--- src/design/policy_job_queue_assert.svh ---
// assertion macros used by the queue sequencer pjq_seq
`ifndef POLICY_JOB_QUEUE_ASSERT_SVH
`define POLICY_JOB_QUEUE_ASSERT_SVH

`ifndef ASSERT_OFF
`define PJQ_ASSERT(lbl, prop, msg) \
    lbl: assert property (@(posedge clk) disable iff (!rst_n) prop) else $error(msg);
`define PJQ_ASSERT_ALWAYS(lbl, prop, msg) \
    lbl: assert property (@(posedge clk) prop) else $error(msg);
`else
`define PJQ_ASSERT(lbl, prop, msg)
`define PJQ_ASSERT_ALWAYS(lbl, prop, msg)
`endif

`endif

--- src/design/pjq_pkg.sv ---
package pjq_pkg;

    localparam int DEPTH  = 16;
    localparam int IDX_W  = $clog2(DEPTH);
    localparam int OCC_W  = $clog2(DEPTH + 1);
    localparam int WAIT_W = 20;
    localparam int KEY_W  = 16;
    localparam int QUE_W  = 5;

    localparam logic [1:0] POL_FCFS = 2'd0;
    localparam logic [1:0] POL_SJF  = 2'd1;
    localparam logic [1:0] POL_PRIO = 2'd2;

    localparam logic [1:0] STATUS_OK    = 2'd0;
    localparam logic [1:0] STATUS_FULL  = 2'd1;
    localparam logic [1:0] STATUS_EMPTY = 2'd2;

    localparam logic CMD_SUBMIT = 1'b0;
    localparam logic CMD_TAKE   = 1'b1;

    typedef struct packed {
        logic        command;
        logic [7:0]  job_id;
        logic [15:0] burst;
        logic [7:0]  job_priority;
    } in_item_t;

    typedef struct packed {
        logic [1:0]        status;
        logic [7:0]        out_id;
        logic [15:0]       out_burst;
        logic [7:0]        out_priority;
        logic [QUE_W-1:0]  queued;
        logic [WAIT_W-1:0] expected_wait;
    } out_item_t;

    typedef struct packed {
        logic [7:0]  prio;
        logic [15:0] burst;
        logic [7:0]  id;
    } entry_t;

    typedef struct packed {
        logic             we;
        logic [IDX_W-1:0] waddr;
        entry_t           wdata;
        logic [IDX_W-1:0] raddr;
    } mem_ctl_t;

    typedef enum logic [1:0] {
        ST_IDLE,
        ST_SCAN,
        ST_SHIFT,
        ST_EMIT
    } seq_state_t;

    function automatic logic [KEY_W-1:0] entry_key(input entry_t e, input logic [1:0] pol);
        logic [KEY_W-1:0] k;
        unique case (pol)
            POL_SJF:  k = e.burst;
            POL_PRIO: k = KEY_W'(e.prio);
            default:  k = '0;
        endcase
        return k;
    endfunction

endpackage

--- src/design/policy_job_queue.sv ---
// channel   dir  handshake                 payload
// in        in   in_valid / in_ready       in_data (command, job_id, burst, job_priority)
// out       out  out_valid / out_ready     out_data (status, job, queued, expected_wait)
// cfg       in   cfg_wr_en, no wait        cfg_wr_data (policy)
//
// a submit is accepted with the store write, then its result is given
// a dispatch runs one key comparator walking the store over the N waiting jobs,
// then a one-slot-per-cycle compaction closes the gap left by the winner;
// a request is taken while a result still waits
// a waiting result stalls only the final step of the following request
// rst_n clears queue count, wait total, policy and handshake state; store contents are not cleared
module policy_job_queue (
    input  logic               clk,
    input  logic               rst_n,
    input  logic               in_valid,
    output logic               in_ready,
    input  pjq_pkg::in_item_t  in_data,
    output logic               out_valid,
    input  logic               out_ready,
    output pjq_pkg::out_item_t out_data,
    input  logic               cfg_wr_en,
    input  logic [1:0]         cfg_wr_data
);
    import pjq_pkg::*;

    logic [1:0] policy_reg, policy_next;
    logic       out_valid_reg, out_valid_next;
    out_item_t  out_data_reg, out_data_next;
    logic       slot_free;
    logic       res_valid;
    out_item_t  res_data;
    mem_ctl_t   mem_ctl;
    entry_t     rdata;

    assign slot_free = !out_valid_reg || out_ready;

    pjq_seq u_seq (
        .clk       (clk),
        .rst_n     (rst_n),
        .in_valid  (in_valid),
        .in_ready  (in_ready),
        .in_data   (in_data),
        .policy    (policy_reg),
        .slot_free (slot_free),
        .res_valid (res_valid),
        .res_data  (res_data),
        .mem_ctl   (mem_ctl),
        .rdata     (rdata)
    );

    pjq_store u_store (
        .clk     (clk),
        .mem_ctl (mem_ctl),
        .rdata   (rdata)
    );

    always_comb
    begin
        policy_next    = cfg_wr_en ? cfg_wr_data : policy_reg;
        out_valid_next = out_valid_reg;
        out_data_next  = out_data_reg;
        if (res_valid)
        begin
            out_valid_next = 1'b1;
            out_data_next  = res_data;
        end
        else if (out_ready)
        begin
            out_valid_next = 1'b0;
        end
    end

    always_ff @(posedge clk or negedge rst_n)
    begin
        if (!rst_n)
        begin
            policy_reg    <= POL_FCFS;
            out_valid_reg <= 1'b0;
        end
        else
        begin
            policy_reg    <= policy_next;
            out_valid_reg <= out_valid_next;
        end
    end

    always_ff @(posedge clk)
    begin
        out_data_reg <= out_data_next;
    end

    assign out_valid = out_valid_reg;
    assign out_data  = out_data_reg;

endmodule

--- src/design/pjq_store.sv ---
module pjq_store (
    input  logic             clk,
    input  pjq_pkg::mem_ctl_t mem_ctl,
    output pjq_pkg::entry_t   rdata
);
    import pjq_pkg::*;

    entry_t mem [DEPTH];
    entry_t rdata_reg;

    always_ff @(posedge clk)
    begin
        if (mem_ctl.we)
        begin
            mem[mem_ctl.waddr] <= mem_ctl.wdata;
        end
        rdata_reg <= mem[mem_ctl.raddr];
    end

    assign rdata = rdata_reg;

endmodule

--- src/design/pjq_seq.sv ---
`include "policy_job_queue_assert.svh"

module pjq_seq (
    input  logic              clk,
    input  logic              rst_n,
    input  logic              in_valid,
    output logic              in_ready,
    input  pjq_pkg::in_item_t in_data,
    input  logic [1:0]        policy,
    input  logic              slot_free,
    output logic              res_valid,
    output pjq_pkg::out_item_t res_data,
    output pjq_pkg::mem_ctl_t mem_ctl,
    input  pjq_pkg::entry_t   rdata
);
    import pjq_pkg::*;

    seq_state_t        state_reg, state_next;
    logic [OCC_W-1:0]  occ_reg, occ_next;
    logic [WAIT_W-1:0] wait_reg, wait_next;
    logic [IDX_W-1:0]  scan_idx_reg, scan_idx_next;
    logic [IDX_W-1:0]  sh_idx_reg, sh_idx_next;
    logic [IDX_W-1:0]  best_idx_reg, best_idx_next;
    logic [KEY_W-1:0]  best_key_reg, best_key_next;
    entry_t            best_reg, best_next;
    logic [1:0]        status_reg, status_next;

    logic [KEY_W-1:0]  cur_key;
    logic              take;
    logic              scan_last;
    logic              shift_more;
    logic              occ_full;
    logic              occ_empty;
    logic [IDX_W-1:0]  cand_idx;
    logic [KEY_W-1:0]  cand_key;
    entry_t            cand_entry;

    // one comparator shared by every step of the scan
    assign cur_key    = entry_key(rdata, policy);
    assign take       = (scan_idx_reg == '0) || (cur_key < best_key_reg);
    assign cand_idx   = take ? scan_idx_reg : best_idx_reg;
    assign cand_key   = take ? cur_key : best_key_reg;
    assign cand_entry = take ? rdata : best_reg;
    assign scan_last  = (OCC_W'(scan_idx_reg) + OCC_W'(1)) == occ_reg;
    // occ_reg already excludes the removed job here
    assign shift_more = OCC_W'(sh_idx_reg) < occ_reg;
    assign occ_full   = occ_reg >= OCC_W'(DEPTH);
    assign occ_empty  = occ_reg == '0;

    // next state
    always_comb
    begin
        state_next = state_reg;
        unique case (state_reg)
            ST_IDLE:
            begin
                if (in_valid)
                begin
                    if (in_data.command == CMD_TAKE && !occ_empty)
                    begin
                        state_next = ST_SCAN;
                    end
                    else
                    begin
                        state_next = ST_EMIT;
                    end
                end
            end
            ST_SCAN:
            begin
                if (scan_last)
                begin
                    state_next = ST_SHIFT;
                end
            end
            ST_SHIFT:
            begin
                if (!shift_more)
                begin
                    state_next = ST_EMIT;
                end
            end
            ST_EMIT:
            begin
                if (slot_free)
                begin
                    state_next = ST_IDLE;
                end
            end
            default: state_next = ST_IDLE;
        endcase
    end

    // outputs and datapath
    always_comb
    begin
        occ_next      = occ_reg;
        wait_next     = wait_reg;
        scan_idx_next = scan_idx_reg;
        sh_idx_next   = sh_idx_reg;
        best_idx_next = best_idx_reg;
        best_key_next = best_key_reg;
        best_next     = best_reg;
        status_next   = status_reg;
        mem_ctl       = '0;
        in_ready      = 1'b0;
        res_valid     = 1'b0;
        unique case (state_reg)
            ST_IDLE:
            begin
                in_ready = 1'b1;
                if (in_valid)
                begin
                    best_next     = '0;
                    scan_idx_next = '0;
                    status_next   = STATUS_OK;
                    if (in_data.command == CMD_SUBMIT)
                    begin
                        if (occ_full)
                        begin
                            status_next = STATUS_FULL;
                        end
                        else
                        begin
                            mem_ctl.we          = 1'b1;
                            mem_ctl.waddr       = IDX_W'(occ_reg);
                            mem_ctl.wdata.id    = in_data.job_id;
                            mem_ctl.wdata.burst = in_data.burst;
                            mem_ctl.wdata.prio  = in_data.job_priority;
                            occ_next            = occ_reg + OCC_W'(1);
                            wait_next           = wait_reg + WAIT_W'(in_data.burst);
                        end
                    end
                    else if (occ_empty)
                    begin
                        status_next = STATUS_EMPTY;
                    end
                    // read of slot 0 primes the scan
                end
            end
            ST_SCAN:
            begin
                best_idx_next = cand_idx;
                best_key_next = cand_key;
                best_next     = cand_entry;
                if (scan_last)
                begin
                    occ_next      = occ_reg - OCC_W'(1);
                    wait_next     = wait_reg - WAIT_W'(cand_entry.burst);
                    sh_idx_next   = cand_idx;
                    mem_ctl.raddr = IDX_W'(OCC_W'(cand_idx) + OCC_W'(1));
                end
                else
                begin
                    scan_idx_next = scan_idx_reg + IDX_W'(1);
                    mem_ctl.raddr = IDX_W'(OCC_W'(scan_idx_reg) + OCC_W'(1));
                end
            end
            ST_SHIFT:
            begin
                if (shift_more)
                begin
                    // close the gap one slot per cycle
                    mem_ctl.we    = 1'b1;
                    mem_ctl.waddr = sh_idx_reg;
                    mem_ctl.wdata = rdata;
                    sh_idx_next   = IDX_W'(OCC_W'(sh_idx_reg) + OCC_W'(1));
                    mem_ctl.raddr = IDX_W'(OCC_W'(sh_idx_reg) + OCC_W'(2));
                end
            end
            ST_EMIT:
            begin
                res_valid = slot_free;
            end
            default: ;
        endcase
    end

    assign res_data.status        = status_reg;
    assign res_data.out_id        = best_reg.id;
    assign res_data.out_burst     = best_reg.burst;
    assign res_data.out_priority  = best_reg.prio;
    assign res_data.queued        = QUE_W'(occ_reg);
    assign res_data.expected_wait = wait_reg;

    always_ff @(posedge clk or negedge rst_n)
    begin
        if (!rst_n)
        begin
            state_reg <= ST_IDLE;
            occ_reg   <= '0;
            wait_reg  <= '0;
        end
        else
        begin
            state_reg <= state_next;
            occ_reg   <= occ_next;
            wait_reg  <= wait_next;
        end
    end

    always_ff @(posedge clk)
    begin
        scan_idx_reg <= scan_idx_next;
        sh_idx_reg   <= sh_idx_next;
        best_idx_reg <= best_idx_next;
        best_key_reg <= best_key_next;
        best_reg     <= best_next;
        status_reg   <= status_next;
    end

    `PJQ_ASSERT(a_occ_bound, occ_reg <= OCC_W'(DEPTH), "occupancy above depth")
    `PJQ_ASSERT(a_scan_in_range, state_reg == ST_SCAN |-> OCC_W'(scan_idx_reg) < occ_reg, "scan past last job")
    `PJQ_ASSERT(a_shift_write_range, state_reg == ST_SHIFT && mem_ctl.we |-> OCC_W'(mem_ctl.waddr) < occ_reg, "compaction writes past queue")
    `PJQ_ASSERT(a_no_job_on_fail, res_valid && status_reg != STATUS_OK |-> best_reg == '0, "failed request carries a job")

endmodule
--- config.mk ---
export PLATFORM = sky130hd
export DESIGN_NAME = policy_job_queue
export DESIGN_NICKNAME = d
export VERILOG_FILES = /design/src/design/pjq_pkg.sv /design/src/design/policy_job_queue.sv /design/src/design/pjq_store.sv /design/src/design/pjq_seq.sv
export VERILOG_INCLUDE_DIRS = /design/src /design/src/design
export SDC_FILE = /design/constraint.sdc
export NUM_CORES = 1
export LEC_CHECK = 0
export BUFFER_PORTS_ARGS = -buffer_cell sky130_fd_sc_hd__buf_2
export CORE_MARGIN = 2
export CORE_UTILIZATION = 50
export CTS_CLUSTER_DIAMETER = 40
export CTS_CLUSTER_SIZE = 30
export DETAILED_ROUTE_END_ITERATION = 16
export PLACE_DENSITY = 0.68
export SLEW_MARGIN = 20
export SYNTH_ARGS = -nofsm -noshare
export SYNTH_HDL_FRONTEND = slang
export SYNTH_SLANG_ARGS = --single-unit
export TNS_END_PERCENT = 1
--- constraint.sdc ---
create_clock -name clk -period 8.51 [get_ports clk]
set_input_delay 1.702 -clock clk [delete_from_list [all_inputs] [get_ports clk]]
set_output_delay 1.702 -clock clk [all_outputs]
set_load 0.03 [all_outputs]
# --- Word level (Yosys, flattened, before mapping) ---
# Memories as Yosys holds them, arrays and structs flattened. A register that Yosys moved wholly into a read port is not among the register bits.
# Cells that the tools add are included.
op_classes:
  add_sub_neg: 9
  n_mul: 0
  div: 0
  magnitude_cmp: 3
  eq_ne: 15
  shift: 0
  mux: 43
  n_bitwise: 0
  n_reduce_logical: 19
op_table:
  columns: ["operator", "n"]
  rows:
  - ["37-bit 2-to-1 mux", 3]
  - ["20-bit 2-to-1 mux", 4]
  - ["37-bit case mux with 2 select lines", 1]
  - ["32-bit 2-to-1 mux", 2]
  - ["32-bit case mux with 2 select lines", 1]
  - ["41-bit 2-to-1 mux", 1]
  - ["20-bit case mux with 2 select lines", 1]
  - ["16-bit case mux with 2 select lines", 1]
  - ["4-bit 2-to-1 mux", 6]
  - ["4-bit case mux with 2 select lines", 3]
  - ["20-bit by 16-bit adder with 20-bit output", 1]
  - ["5-bit 2-to-1 mux", 4]
  - ["20-bit by 16-bit subtractor with 20-bit output", 1]
  - ["16-bit < comparator", 1]
  - ["2-bit 2-to-1 mux", 7]
  - ["4-bit by 1-bit adder with 4-bit output (second input constant)", 3]
  - ["2-bit inequality test (second input constant)", 5]
  - ["5-bit case mux with 2 select lines", 1]
  - ["3-bit AND reduction", 3]
  - ["2-bit by 1-bit inequality test with 1-bit output (second input constant)", 4]
  - ["2-bit case mux with 4 select lines", 1]
  - ["1-bit 2-to-1 mux", 7]
  - ["2-bit equality test (second input constant)", 3]
  - ["2-bit AND reduction", 3]
  - ["17 further kinds", 22]
word_totals:
  register_bits: 151
  latchBits: 0
  ramBits: 512
  mem_bits_ro: 0
  in_bits: 40
  out_inout_bits: 61
  word_cells: 109
  n_memories: 1
memory_table:
  columns: ["name", "words", "width", "rd", "rd_ports_with_merged_regs", "wr", "line", "source"]
  rows:
  - ["u_store.mem", 16, 32, 1, 1, 1, "pjq_store.sv:8", "entry_t mem [DEPTH];"]

# --- Depth between registers and ports, before layout ---
depth:
  ltp_word: 8
  depth_mapped: 29
  mapped_depth_nobuf: 28

# --- By module ---
# Synthesis repeated with hierarchy kept, for this count alone.
hier_totals:
  cells_unflattened: 1558
  area_unflattened_um2: 28137.0
modules_own_cells:
  columns: ["mod", "n_inst", "cells_each", "area_each_um2", "seq_area_each_um2"]
  rows:
  - ["pjq_store", 1, 838, 19835.3, 16015.4]
  - ["pjq_seq", 1, 654, 6419.9, 2537.4]
  - ["policy_job_queue", 1, 66, 1881.8, 1846.8]

# --- Worst setup path before layout ---
# No wires, ideal clock.
synth_path:
  kind: "input-to-reg"
  from: "input in_data[9] (netlist bit)"
  to: "register u_seq.wait_reg[19]"
  setup_ns: 0.122
  arrival_ns: 5.398
  required_time_ns: 8.388
  slack_ns: 2.990
  path_stages: 17
  n_path_buf: 1
  path_cell_list: "or3_1 -> or4_1 -> clkbuf_1 -> or4_1 -> nor3_1 -> xnor2_1 -> a21oi_1 -> ha_1 -> nor2b_1 -> o21a_1 -> nor2_1 -> a2bb2oi_1 -> o31ai_1 -> o41ai_1 -> o21ai_0 -> mux2_2 -> xor2_1"
synth_between:
  elab_chain_len: 5
synth_lines:
  columns: ["item", "line", "source"]
  rows:
  - ["start: declaration", "policy_job_queue.sv:17", "input pjq_pkg::in_item_t in_data,"]
  - ["20-bit by 16-bit adder with 20-bit output", "pjq_seq.sv:131", "wait_next = wait_reg + WAIT_W'(in_data.burst);"]
  - ["20-bit 2-to-1 mux", "pjq_seq.sv:119", "if (occ_full)"]
  - ["20-bit 2-to-1 mux", "pjq_seq.sv:117", "if (in_data.command == CMD_SUBMIT)"]
  - ["20-bit 2-to-1 mux", "pjq_seq.sv:112", "if (in_valid)"]
  - ["20-bit case mux with 2 select lines", "pjq_seq.sv:108", "unique case (state_reg)"]
  - ["end signal: assignment", "pjq_seq.sv:198", "wait_reg <= wait_next;"]
  - ["end: declaration", "pjq_seq.sv:20", "logic [WAIT_W-1:0] wait_reg, wait_next;"]
# Every way passes these cells. The select of a mux whose other input is x is not followed.
# A chain may end at the register's enable or synchronous reset.

# --- Worst setup path in the final report ---
layout_path:
  from: "register policy_reg[1]"
  to: "register u_seq.wait_reg[19]"
layout_between:
  elab_chain_len: 8
  word_cells_on_any_way: 9
  cone_classes: "add/sub (1); order compare (1); eq/ne (2); mux (4); reduce/logical (1)"
layout_lines:
  columns: ["item", "line", "source"]
  rows:
  - ["start: declaration", "policy_job_queue.sv:26", "logic [1:0] policy_reg, policy_next;"]
  - ["start signal: assignment", "policy_job_queue.sv:82", "policy_reg <= policy_next;"]
  - ["2-bit equality test or 2-bit by 1-bit equality test with 1-bit output (tied branches)", "pjq_pkg.sv:59", "unique case (pol)"]
  - ["16-bit case mux with 2 select lines *", "pjq_pkg.sv:59", null]
  - ["named net u_seq.cur_key[5]", "pjq_seq.sv:28", "logic [KEY_W-1:0] cur_key;"]
  - ["16-bit < comparator *", "pjq_seq.sv:40", "assign take = (scan_idx_reg == '0) || (cur_key < best_key_reg);"]
  - ["1-bit logical OR *", "pjq_seq.sv:40", null]
  - ["32-bit 2-to-1 mux *", "pjq_seq.sv:43", "assign cand_entry = take ? rdata : best_reg;"]
  - ["20-bit by 16-bit subtractor with 20-bit output *", "pjq_seq.sv:149", "wait_next = wait_reg - WAIT_W'(cand_entry.burst);"]
  - ["20-bit 2-to-1 mux *", "pjq_seq.sv:146", "if (scan_last)"]
  - ["20-bit case mux with 2 select lines *", "pjq_seq.sv:108", null]
# Mark *: on every way through the listed nets, which the timed path passes. The rest lies on a longest branch. The select of a mux whose other input is x is not followed.

==> impl_metrics.ini <==
[outcome]
status = complete, no violations

[floorplan]
core_area_um2 = 57800
ioPinCount = 101
num_rows = 88
die_h_um = 246
die_x_um = 246
dieArea_um2 = 60500
start_util = 0.506

[drt]
vias = 18663
drtPass1Iterations = 5
wirelength_mm = 72.8
drt_iter0_markers = 1978
drc_errors = 0
viasPerCell = 6.10
detail-route-antenna-nets = 0
avgRoutedWirePerCell_um = 23.8

[layout]
largest_reg_flops = 512
final_common_cell = edfxtp_1
fin_nets = 2325
layout_common_cells = edfxtp_1 (633), nand2_1 (223), a21oi_1 (119)
area_delta_synth_final_pct = 14.2
fill_cells = 4404
drive_gt1_frac = 0.149

[yosys]
synth_nets = 2244
synth_mux_area_frac = 0.0340
async_reset_ff_frac = 0.0432
yosysTopAreaCellShare = 0.650
synth_edf_count = 633
synth_cells = 2150
ys_ff_latch = 695
synth_top_family_by_area = compound AO/OA/AOI/OAI gates
synth_xor_area_frac = 0.0133
synthFlopType = edfxtp_1
yosysSeqAreaShare = 0.697
postSynthAreaPerCell_um2 = 13.6
synth_compound_gate_area_share = 0.106
synth-simple-area-share = 0.0959
ys_top_cells_by_area = edfxtp_1 (65%), mux2i_1 (3.3%), nand2_1 (2.9%), dfrtp_1 (2.6%), ha_1 (2.2%)
yosysTopAreaCell = edfxtp_1
synthAdderAreaFrac = 0.0236
netlist_area_um2 = 29300
synthDistinctLibCells = 76
ys_warn_count = 0

[timing]
period_needed_ps = 6720
finalHoldViolations = 0
slew_headroom = 0.275
worst_slew_pin_slew_ps = 1090
rsz0062_at_grt = false
maxSlewViolCount = 0
fin_crit_sh = 0.789
finalSetupViolCount = 0
fin_worst_skew_ps = 22.9
tns_ps = 0
max_freq_mhz = 149

[clock_tree]
cts_resized = 0
cts_buffers = 77
path_clk_slew_ps = 60
clk_latency_ps = 630
ctsHoldBuffers = 0
cts_tree = built
clock_path_buffers = 3
h-tree-depth = 3
post_cts_buffers = 0
root_buffer = clkbuf_16
clock-sinks = 695

[power]
clkPwrFrac = 0.247
switching_share = 0.392
leakage_uw = 0.0124
comb_power_share = 0.383
powerDensity_nw_per_um2 = 429
p_int_uw = 8720
finalPower_uw = 14300
seqPwrFrac = 0.370
p_switching_uw = 5610
ir_drop_uv = 616

[setup_path]
r2r_start = policy_reg[1]
critPathMaxFanout = 33
worst_r2r_path_depth = 27
path_class = reg2reg
cp.arrival_ps = 7210
r2r-end = u_seq.wait_reg[19]
cp-start-kind = register
reg2reg_setup_slack_ps = 1790
end_kind = register
cp.required_ps = 9010

[place]
gp_congestion = 0.912
port_buffers = 100
hpwl_mm = 39.5

[grt]
antenna_found_initial = 2
grt_pass1_vias = 18022
grt_max_degree = 191
grt_pass1_wl_mm = 109
grtUsageTotal = 0.243
grt-ovfl-total = 0

[hold_path]
holdPathEnd = out_data[53]
whs_path_depth = 0
worstHoldStart = u_seq.res_data[53]
hp-class = reg2reg

[run]
cap_violations = 0
## critical path, cell delays in order, from the launching register on
cell and delay, ps:
dfrtp_1 380, inv_1 80, ha_1 510, a22oi_1 150, nor2_1 170, ha_1 270
and4_1 220, a21oi_1 190, o21ai_0 180, o21ai_0 320, nand2_1 90, nand2_1 60
buf_4 310, clkinv_1 540, nand2_1 210, a21oi_1 100, a21oi_1 250, ha_1 280
nor2b_1 130, o21ai_0 190, a21boi_0 210, o21ai_0 270, and2_1 230, o31ai_1 130
o41ai_1 430, o21ai_0 210, mux2_2 310, xor2_1 140
## synth_stat cells, drive strengths merged (4+ instances only)
cell and instances:
o31ai 4, nand4 4, a21oi 120, a211oi 9
o221a 31, nand2 223, mux2i 96, o211ai 5
and3 22, a311oi 35, o21ai 80, nor3 77
o21a 8, xnor2 21, ha 52, dfrtp 30
and2 13, o32ai 31, nor2 125, dfxtp 32
nand3 47, buf 40, nor3b 33, a21o 11
inv 76, nand2b 9, edfxtp 633, xor2 21
nor2b 5, or3 32, o22ai 6, a22oi 8
clkbuf 95, a22o 32, a31oi 35
## how the worst max path moves through the flow
stage	startpoint	endpoint
2_1_floorplan	in_data[9]	u_seq.wait_reg[19]
3_3_place_gp	policy_reg[1]	u_seq.wait_reg[19]
3_5_place_dp	policy_reg[1]	u_seq.wait_reg[19]
4_1_cts	policy_reg[1]	u_seq.wait_reg[19]
5_1_grt	policy_reg[1]	u_seq.wait_reg[19]
6_report	policy_reg[1]	u_seq.wait_reg[19]
## stage by stage
| step | area, um2 | util | setup slack [ps] | hold slack, ps | std cells |
|---|---|---|---|---|---|
| after CTS | 33400 | 0.578 | 1830 | 420 | 3060 |
| after detailed placement | 30600 | 0.530 | 1870 | 405 | 2917 |
| after floorplan | 29300 | - | 2990 | 400 | 2150 |
| final | 33400 | 0.578 | 1790 | 419 | 3061 |
| after global routing | 33400 | 0.578 | 1220 | 430 | 3061 |
| after global placement | 30600 | 0.530 | 2140 | 402 | 2917 |
## metal layers
layer  GRT usage  wire, um
met1       0.332     30000
met2       0.392     34500
met3      0.0380      6040
met4      0.0961      2250
met5           0         0
## power by group through the flow
stage	Clock, uW	Sequential (uW)	Combinational, uW
finish	3540	5300	5490
global route	3720	5360	5990
CTS	3590	5290	5470
detailed placement	0	5360	5440
global placement	0	5340	5310
floorplan	0	5340	3750
## cell type report
| class | instances | area [um2] | area share |
|---|---|---|---|
| diodes | 1 | 2.50 | 0.0000749 |
| clock inverters | 57 | 739 | 0.0221 |
| repair buffers | 137 | 816 | 0.0244 |
| multi-input cells | 1243 | 8160 | 0.244 |
| flip-flops and latches | 695 | 20400 | 0.611 |
| clock buffers | 86 | 2050 | 0.0612 |
| inverters | 77 | 289 | 0.00865 |
| well taps | 765 | 957 | 0.0287 |
## kinds of logic after synthesis
logic type / count (synthesis)
AO/OA/AOI/OAI: 445
adder cells (fa/ha/maj): 54
multiplexers: 99
AND/OR/NAND/NOR: 602
flip-flops: 695
buffers and inverters: 212
XOR/XNOR: 43
Power figures use the tool's default switching activity.
